### src/sv/pcr_pkg.sv
// pcr_pkg: shared widths, controller states and the command/status bundles
// for the prime range counter; no dependencies
package pcr_pkg;

    localparam int VALUE_WIDTH   = 16;
    localparam int COUNT_WIDTH   = VALUE_WIDTH + 1;
    // divisor squared can step just past the largest candidate
    localparam int SQ_WIDTH      = VALUE_WIDTH + 2;
    localparam int BIT_IDX_WIDTH = $clog2(VALUE_WIDTH);

    typedef enum logic [2:0] {
        ST_IDLE,
        ST_CHECK,
        ST_TEST,
        ST_MOD_WAIT,
        ST_ADVANCE,
        ST_FINISH
    } pcr_state_t;

    typedef struct packed {
        logic load;
        logic init_div;
        logic step_div;
        logic mod_start;
        logic count_inc;
        logic cand_inc;
        logic out_load;
    } pcr_cmd_t;

    typedef struct packed {
        logic range_empty;
        logic cand_small;
        logic sq_gt_cand;
        logic mod_done;
        logic rem_zero;
        logic cand_last;
        logic out_free;
    } pcr_status_t;

endpackage

### src/sv/prime_count_in_range.sv
// prime_count_in_range: top level, controller plus datapath
// depends on pcr_pkg, pcr_ctrl, pcr_datapath
//
// Counts the primes p with range_low <= p <= range_high by trial division;
// an empty range gives 0, and 0 and 1 are not prime. One query is worked on
// at a time and its latency depends on the data, set by the number of
// candidates and trial divisors tried; each trial division uses the
// bit-serial remainder unit that takes one dividend bit per cycle. A finished
// count sits in an output register, so the next query is accepted while the
// previous count waits to be taken.
module prime_count_in_range
    import pcr_pkg::*;
(
    input  logic                   aclk,
    input  logic                   aresetn,
    input  logic                   s_valid,
    output logic                   s_ready,
    input  logic [VALUE_WIDTH-1:0] s_range_low,
    input  logic [VALUE_WIDTH-1:0] s_range_high,
    output logic                   m_valid,
    input  logic                   m_ready,
    output logic [COUNT_WIDTH-1:0] m_prime_count
);

    pcr_cmd_t    cmd;
    pcr_status_t stat;

    pcr_ctrl u_ctrl (
        .aclk    (aclk),
        .aresetn (aresetn),
        .s_valid (s_valid),
        .s_ready (s_ready),
        .stat    (stat),
        .cmd     (cmd)
    );

    pcr_datapath u_dp (
        .aclk          (aclk),
        .aresetn       (aresetn),
        .s_range_low   (s_range_low),
        .s_range_high  (s_range_high),
        .cmd           (cmd),
        .stat          (stat),
        .m_valid       (m_valid),
        .m_ready       (m_ready),
        .m_prime_count (m_prime_count)
    );

endmodule

### src/sv/pcr_mod_unit.sv
// pcr_mod_unit: bit-serial restoring remainder, one dividend bit per cycle
// depends on pcr_pkg
module pcr_mod_unit
    import pcr_pkg::*;
(
    input  logic                   aclk,
    input  logic                   aresetn,
    input  logic                   start,
    input  logic [VALUE_WIDTH-1:0] dividend,
    input  logic [VALUE_WIDTH-1:0] divisor,
    output logic                   done,
    output logic                   rem_zero
);

    logic                     busy_reg, busy_next;
    logic                     done_reg, done_next;
    logic [BIT_IDX_WIDTH-1:0] idx_reg, idx_next;
    logic [VALUE_WIDTH-1:0]   shift_reg, shift_next;
    logic [VALUE_WIDTH-1:0]   rem_reg, rem_next;
    logic [VALUE_WIDTH:0]     trial;
    logic [VALUE_WIDTH:0]     diff;

    assign trial = {rem_reg, shift_reg[VALUE_WIDTH-1]};
    assign diff  = trial - {1'b0, divisor};

    always_comb begin
        busy_next  = busy_reg;
        done_next  = 1'b0;
        idx_next   = idx_reg;
        shift_next = shift_reg;
        rem_next   = rem_reg;
        if (start) begin
            busy_next  = 1'b1;
            idx_next   = BIT_IDX_WIDTH'(VALUE_WIDTH - 1);
            shift_next = dividend;
            rem_next   = '0;
        end else if (busy_reg) begin
            shift_next = {shift_reg[VALUE_WIDTH-2:0], 1'b0};
            // remainder stays below the divisor, so the low bits hold it
            if (trial >= {1'b0, divisor}) begin
                rem_next = diff[VALUE_WIDTH-1:0];
            end else begin
                rem_next = trial[VALUE_WIDTH-1:0];
            end
            if (idx_reg == '0) begin
                busy_next = 1'b0;
                done_next = 1'b1;
            end else begin
                idx_next = idx_reg - 1'b1;
            end
        end
    end

    always_ff @(posedge aclk) begin
        if (!aresetn) begin
            busy_reg <= 1'b0;
            done_reg <= 1'b0;
        end else begin
            busy_reg <= busy_next;
            done_reg <= done_next;
        end
        idx_reg   <= idx_next;
        shift_reg <= shift_next;
        rem_reg   <= rem_next;
    end

    assign done     = done_reg;
    assign rem_zero = (rem_reg == '0);

    a_start_when_free: assert property (@(posedge aclk) disable iff (!aresetn)
        start |-> !busy_reg && !done_reg)
        else $error("remainder unit started while busy");

    a_done_after_busy: assert property (@(posedge aclk) disable iff (!aresetn)
        done_reg |-> $past(busy_reg))
        else $error("remainder done without a running division");

endmodule

### src/sv/pcr_datapath.sv
// pcr_datapath: candidate, bound, trial divisor and count registers, the
// remainder unit and the result register; depends on pcr_pkg, pcr_mod_unit
module pcr_datapath
    import pcr_pkg::*;
(
    input  logic                   aclk,
    input  logic                   aresetn,
    input  logic [VALUE_WIDTH-1:0] s_range_low,
    input  logic [VALUE_WIDTH-1:0] s_range_high,
    input  pcr_cmd_t               cmd,
    output pcr_status_t            stat,
    output logic                   m_valid,
    input  logic                   m_ready,
    output logic [COUNT_WIDTH-1:0] m_prime_count
);

    logic [VALUE_WIDTH-1:0] cand_reg;
    logic [VALUE_WIDTH-1:0] hi_reg;
    logic [VALUE_WIDTH-1:0] div_reg;
    logic [SQ_WIDTH-1:0]    sq_reg;
    logic [COUNT_WIDTH-1:0] count_reg;
    logic                   out_valid_reg;
    logic [COUNT_WIDTH-1:0] out_count_reg;
    logic                   mod_done;
    logic                   rem_zero;

    pcr_mod_unit u_mod (
        .aclk     (aclk),
        .aresetn  (aresetn),
        .start    (cmd.mod_start),
        .dividend (cand_reg),
        .divisor  (div_reg),
        .done     (mod_done),
        .rem_zero (rem_zero)
    );

    always_ff @(posedge aclk) begin
        if (cmd.load) begin
            cand_reg  <= s_range_low;
            hi_reg    <= s_range_high;
            count_reg <= '0;
        end else begin
            if (cmd.cand_inc) begin
                cand_reg <= cand_reg + 1'b1;
            end
            if (cmd.count_inc) begin
                count_reg <= count_reg + 1'b1;
            end
        end
        if (cmd.init_div) begin
            div_reg <= VALUE_WIDTH'(2);
            sq_reg  <= SQ_WIDTH'(4);
        end else if (cmd.step_div) begin
            // (d+1)^2 = d^2 + 2d + 1
            div_reg <= div_reg + 1'b1;
            sq_reg  <= sq_reg + {1'b0, div_reg, 1'b1};
        end
        if (cmd.out_load) begin
            out_count_reg <= count_reg;
        end
    end

    always_ff @(posedge aclk) begin
        if (!aresetn) begin
            out_valid_reg <= 1'b0;
        end else if (cmd.out_load) begin
            out_valid_reg <= 1'b1;
        end else if (m_ready) begin
            out_valid_reg <= 1'b0;
        end
    end

    always_comb begin
        stat.range_empty = (cand_reg > hi_reg);
        stat.cand_small  = (cand_reg < VALUE_WIDTH'(2));
        stat.sq_gt_cand  = (sq_reg > {2'b00, cand_reg});
        stat.mod_done    = mod_done;
        stat.rem_zero    = rem_zero;
        stat.cand_last   = (cand_reg == hi_reg);
        stat.out_free    = !out_valid_reg || m_ready;
    end

    assign m_valid       = out_valid_reg;
    assign m_prime_count = out_count_reg;

    a_count_bounded: assert property (@(posedge aclk) disable iff (!aresetn)
        cmd.count_inc |-> !stat.cand_small && stat.sq_gt_cand)
        else $error("count raised for a candidate not proven prime");

endmodule

### src/sv/pcr_ctrl.sv
// pcr_ctrl: sequencer over candidates and trial divisors
// depends on pcr_pkg
module pcr_ctrl
    import pcr_pkg::*;
(
    input  logic        aclk,
    input  logic        aresetn,
    input  logic        s_valid,
    output logic        s_ready,
    input  pcr_status_t stat,
    output pcr_cmd_t    cmd
);

    pcr_state_t state_reg, state_next;

    always_ff @(posedge aclk) begin
        if (!aresetn) begin
            state_reg <= ST_IDLE;
        end else begin
            state_reg <= state_next;
        end
    end

    always_comb begin
        state_next = state_reg;
        cmd        = '0;
        s_ready    = 1'b0;
        case (state_reg)
            ST_IDLE: begin
                s_ready = 1'b1;
                if (s_valid) begin
                    cmd.load     = 1'b1;
                    cmd.init_div = 1'b1;
                    state_next   = ST_CHECK;
                end
            end
            ST_CHECK: begin
                state_next = stat.range_empty ? ST_FINISH : ST_TEST;
            end
            ST_TEST: begin
                if (stat.cand_small) begin
                    state_next = ST_ADVANCE;
                end else if (stat.sq_gt_cand) begin
                    // no divisor up to the square root
                    cmd.count_inc = 1'b1;
                    state_next    = ST_ADVANCE;
                end else begin
                    cmd.mod_start = 1'b1;
                    state_next    = ST_MOD_WAIT;
                end
            end
            ST_MOD_WAIT: begin
                if (stat.mod_done) begin
                    if (stat.rem_zero) begin
                        state_next = ST_ADVANCE;
                    end else begin
                        cmd.step_div = 1'b1;
                        state_next   = ST_TEST;
                    end
                end
            end
            ST_ADVANCE: begin
                if (stat.cand_last) begin
                    state_next = ST_FINISH;
                end else begin
                    cmd.cand_inc = 1'b1;
                    cmd.init_div = 1'b1;
                    state_next   = ST_TEST;
                end
            end
            ST_FINISH: begin
                if (stat.out_free) begin
                    cmd.out_load = 1'b1;
                    state_next   = ST_IDLE;
                end
            end
            default: begin
                state_next = ST_IDLE;
            end
        endcase
    end

    a_out_load_free: assert property (@(posedge aclk) disable iff (!aresetn)
        cmd.out_load |-> stat.out_free)
        else $error("result register overwritten before transaction");

    a_mod_start_needed: assert property (@(posedge aclk) disable iff (!aresetn)
        cmd.mod_start |-> !stat.sq_gt_cand && !stat.cand_small)
        else $error("trial division started past the square root");

    a_done_in_wait: assert property (@(posedge aclk) disable iff (!aresetn)
        stat.mod_done |-> state_reg == ST_MOD_WAIT)
        else $error("remainder result arrived outside the wait state");

endmodule
### config.mk
export PLATFORM = sky130hd
export DESIGN_NAME = prime_count_in_range
export DESIGN_NICKNAME = d
export VERILOG_FILES = /design/src/sv/pcr_pkg.sv /design/src/sv/prime_count_in_range.sv /design/src/sv/pcr_mod_unit.sv /design/src/sv/pcr_datapath.sv /design/src/sv/pcr_ctrl.sv
export SDC_FILE = /design/constraint.sdc
export NUM_CORES = 1
export LEC_CHECK = 0
export ABC_AREA = 1
export BUFFER_PORTS_ARGS = -buffer_cell sky130_fd_sc_hd__buf_2
export CORE_MARGIN = 2
export CORE_UTILIZATION = 47
export CTS_CLUSTER_SIZE = 25
export DETAILED_ROUTE_END_ITERATION = 8
export GPL_ROUTABILITY_DRIVEN = 0
export GPL_TIMING_DRIVEN = 0
export MAX_ROUTING_LAYER = met4
export PLACE_DENSITY = 0.63
export SYNTH_ARGS = -nofsm -noshare
export SYNTH_HDL_FRONTEND = slang
export SYNTH_SLANG_ARGS = --single-unit
### constraint.sdc
create_clock -name aclk -period 2.7 [get_ports aclk]
set_input_delay 0.135 -clock aclk [delete_from_list [all_inputs] [get_ports aclk]]
set_output_delay 0.135 -clock aclk [all_outputs]
set_load 0.005 [all_outputs]
==> results.md <==
- Run status: completed
- DRC errors left: 0
- Hold path depth: 4
- Wire length per cell: 14.2 µm
- Grt met3 use: 3.31%
- Hold path start: m_ready
- Hold Vio Cnt, Final: 0
- Die width: 141 µm
- RR Startpoint: u_dp.cand_reg[7]
- Crit. End Element: flop
- CTS tree: yes
- Seq cells post-synth: 142
- Warnings, synthesis: 0
- First DRT Iteration DRCs: 566
- Minimum hold slack: 7.06 ps
- Fraction of layout cells with a size suffix above 1: 11.6%
- Row cnt: 50
- Reg2reg end: u_dp.cand_reg[15]
- Net Sw Frac: 40.7%
- Clk root buf: clkbuf_16
- Sequential share of power: 33.7%
- Syn_nets: 1,246
- Largest net degree at the start of global routing: 26
- CP startpoint kind: flop
- Global route total overflow: 0
- Combinational power share: 41.4%
- First-pass GRT wire length: 34.9 mm
- Num Clock Sinks: 142
- DP Wirelength: 15.7 mm
- Worst path max stage delay: 500 ps
- Initial antenna violation count: 0
- Design Area, Final: 10,300 µm²
- Clock tree buffer depth: 2
- Setup Total Neg Slack: 0 ps
- Crit path max fanout: 25
- DP Worst Slack: 105 ps
- Worst setup path category: reg2reg
- Arrival @ worst endpoint: 2600 ps
- Most frequent cells in the layout: 283 x nand2_1, 146 x inv_1, 89 x a21oi_1, 86 x nor2_1, 77 x dfxtp_1
- Drt pass-1 iters: 5
- Most common cell after layout, fill and taps aside: nand2_1
- Setup repair bufs after CTS: 0
- Final Setup Violations: 0
- Number of synthesized flops with an enable pin: 65
- WP data required: 2850 ps
- PortBufs: 54
- Die area: 20,000 µm²
- Post-route minimum period: 2450 ps
- Peak VDD IR: 0.571 mV
- CP Cell Sequence: ha_1 > nand2_1 > nor2_1 > nand2_1 > nor2_2 > inv_1 > a21oi_4 > inv_1 > buf_4
- Initial core utilization: 47.6%
- Met1 Usage GRT: 30.9%
- Final Cycle Share: 90.7%
- Largest register FFs: 18
- R2R Setup Slk: 250 ps
- Netlist cell types: 51
- # fillers: 1,767
- Ys flop type: dfxtp_1
- Max Slew Vio Count: 0
- P_leak: 4.64 nW
- Switching power total: 3.87 mW
- Hold Crit Endpoint: u_dp.m_valid
- Cell Area, Synth: 8880 µm²
- Nets: 1,348
- Synth async-reset ratio: 0%
- Top cells by area, synth: edfxtp_1 22%, dfxtp_1 17%, nand2_1 12%
- Routed WL: 21.2 mm
- Clk pwr share: 25.0%
- Cell Pwr Density: 921 nW/µm²
- Register area share after synthesis: 39.3%
- Final setup margin: 251 ps
- Clock Skews: 11.2 ps
- Post-DRT Antenna Nets: 0
- Worst Tran Pin Value: 1380 ps
- Unrepaired setup endpoints after global routing: false
- Mean Syn Cell Area: 7.79 µm²
- Antenna cells: 0
- Buf+Inv Stages, Crit Path: 3
- Rel. slew slack: 7.56%
- CP max-delay cell: edfxtp_1
- CTS H-tree depth: 4
- Delay-heaviest family, CP: buffers and inverters
- Vias/cell: 5.14
- IO Count: 55
- Internal Power: 5.64 mW
- Via count: 7,658
- Core area: 18,600 µm²
- Area share of the largest cell type after synthesis: 22.0%
- Worst skew pair latency: 430 ps
- Max Clk Rate: 408 MHz
- Number of global-route vias before repair: 7,046
- Global route hottest layer: met2
- Chip height: 141 µm
- Area growth syn-to-layout: 16.3%
- Cts bufs inserted: 17
- Maximum Capacitance Violations: 0
- Syn Inst Count: 1,140
- Reg2reg path depth: 9
- M2 GR Usage: 35.0%
- Clock Pin Slew Worst Setup and Hold Paths: 70 ps
- Cell accounting for the most synthesized area: edfxtp_1
- Hold Path Class: in2reg
- Cell Area, Placed: 9440 µm²
- GRT Resource Usage Total: 22.5%
cell families after synthesis:
group	Yosys count	share of synthesized area, %
compound gates	199	12.2
xor+xnor	48	4.73
fa+ha+maj	70	10.0
buf+inv	177	8.45
flops	142	39.3
simple gates	504	25.2
cell usage after synthesis (all sizes together), types with 19 or more instances:
master	number
ha	68
o21ai	81
buf	20
nand4	19
edfxtp	65
nor3	24
dfxtp	77
nand2	290
nor2	90
xor2	30
inv	152
a21oi	91
nand3	60
worst max path at each step:
stage / startpoint / to / slack [ps] / depth (start not counted)
floorplan: u_dp.cand_reg[9] / u_dp.u_mod.shift_reg[0] / 650 / 12
finish: u_dp.cand_reg[7] / u_dp.cand_reg[15] / 250 / 9
CTS: u_dp.cand_reg[7] / u_dp.cand_reg[6] / 90 / 9
global route: u_dp.cand_reg[5] / u_dp.u_mod.shift_reg[7] / 60 / 13
detailed placement: u_dp.cand_reg[7] / u_dp.cand_reg[3] / 100 / 9
global placement: u_dp.cand_reg[0] / u_dp.cand_reg[13] / 130 / 10
power groups by stage:
stage | combinational [mW] | sequential, mW | clock [mW]
2_1_floorplan | 3.00 | 3.14 | 0
5_1_grt | 4.48 | 3.26 | 2.52
4_1_cts | 3.93 | 3.20 | 2.43
3_3_place_gp | 3.81 | 3.24 | 0
6_report | 3.94 | 3.20 | 2.38
3_5_place_dp | 3.88 | 3.25 | 0
worst reg2reg max path: stages (launching register included):
cell and delay, ps:
edfxtp_1 500, ha_1 350, nand2_1 70, nor2_1 120
nand2_1 110, nor2_2 230, inv_1 150, a21oi_4 200
inv_1 150, buf_4 280
metal layers:
| metal | vias up | part of all wire, % | wire length (µm) |
|---|---|---|---|
| li1 | 4002 | - | - |
| met1 | 3493 | 50 | 10600 |
| met2 | 146 | 45 | 9620 |
| met3 | 17 | 3.2 | 674 |
| met4 | 0 | 1.2 | 250 |
| met5 | - | 0 | 0 |
final cells by class:
class	instances	area [µm²]	area share (%)
plain buffers	23	168	1.62
flip-flops and latches	142	3490	33.8
well taps	234	293	2.83
multi-input cells	821	4640	44.9
inverters	154	589	5.70
clock buffers	19	453	4.38
clock inverters	13	139	1.34
repair buffers	83	561	5.43
stage by stage:
stage	cells	power [mW]	util, %
after floorplan	1140	6.15	-
after global placement	1428	7.06	50.7
after detailed placement	1428	7.13	50.7
after CTS	1489	9.56	55.4
after global routing	1489	10.3	55.4
final	1489	9.52	55.4
what timing repair did:
item,CTS,global route
hold buffers,29,0
endpoints found under the setup margin,0,51
endpoints found under the hold margin,29,0
resized for setup,0,5
(Power assumes the default switching activity.)
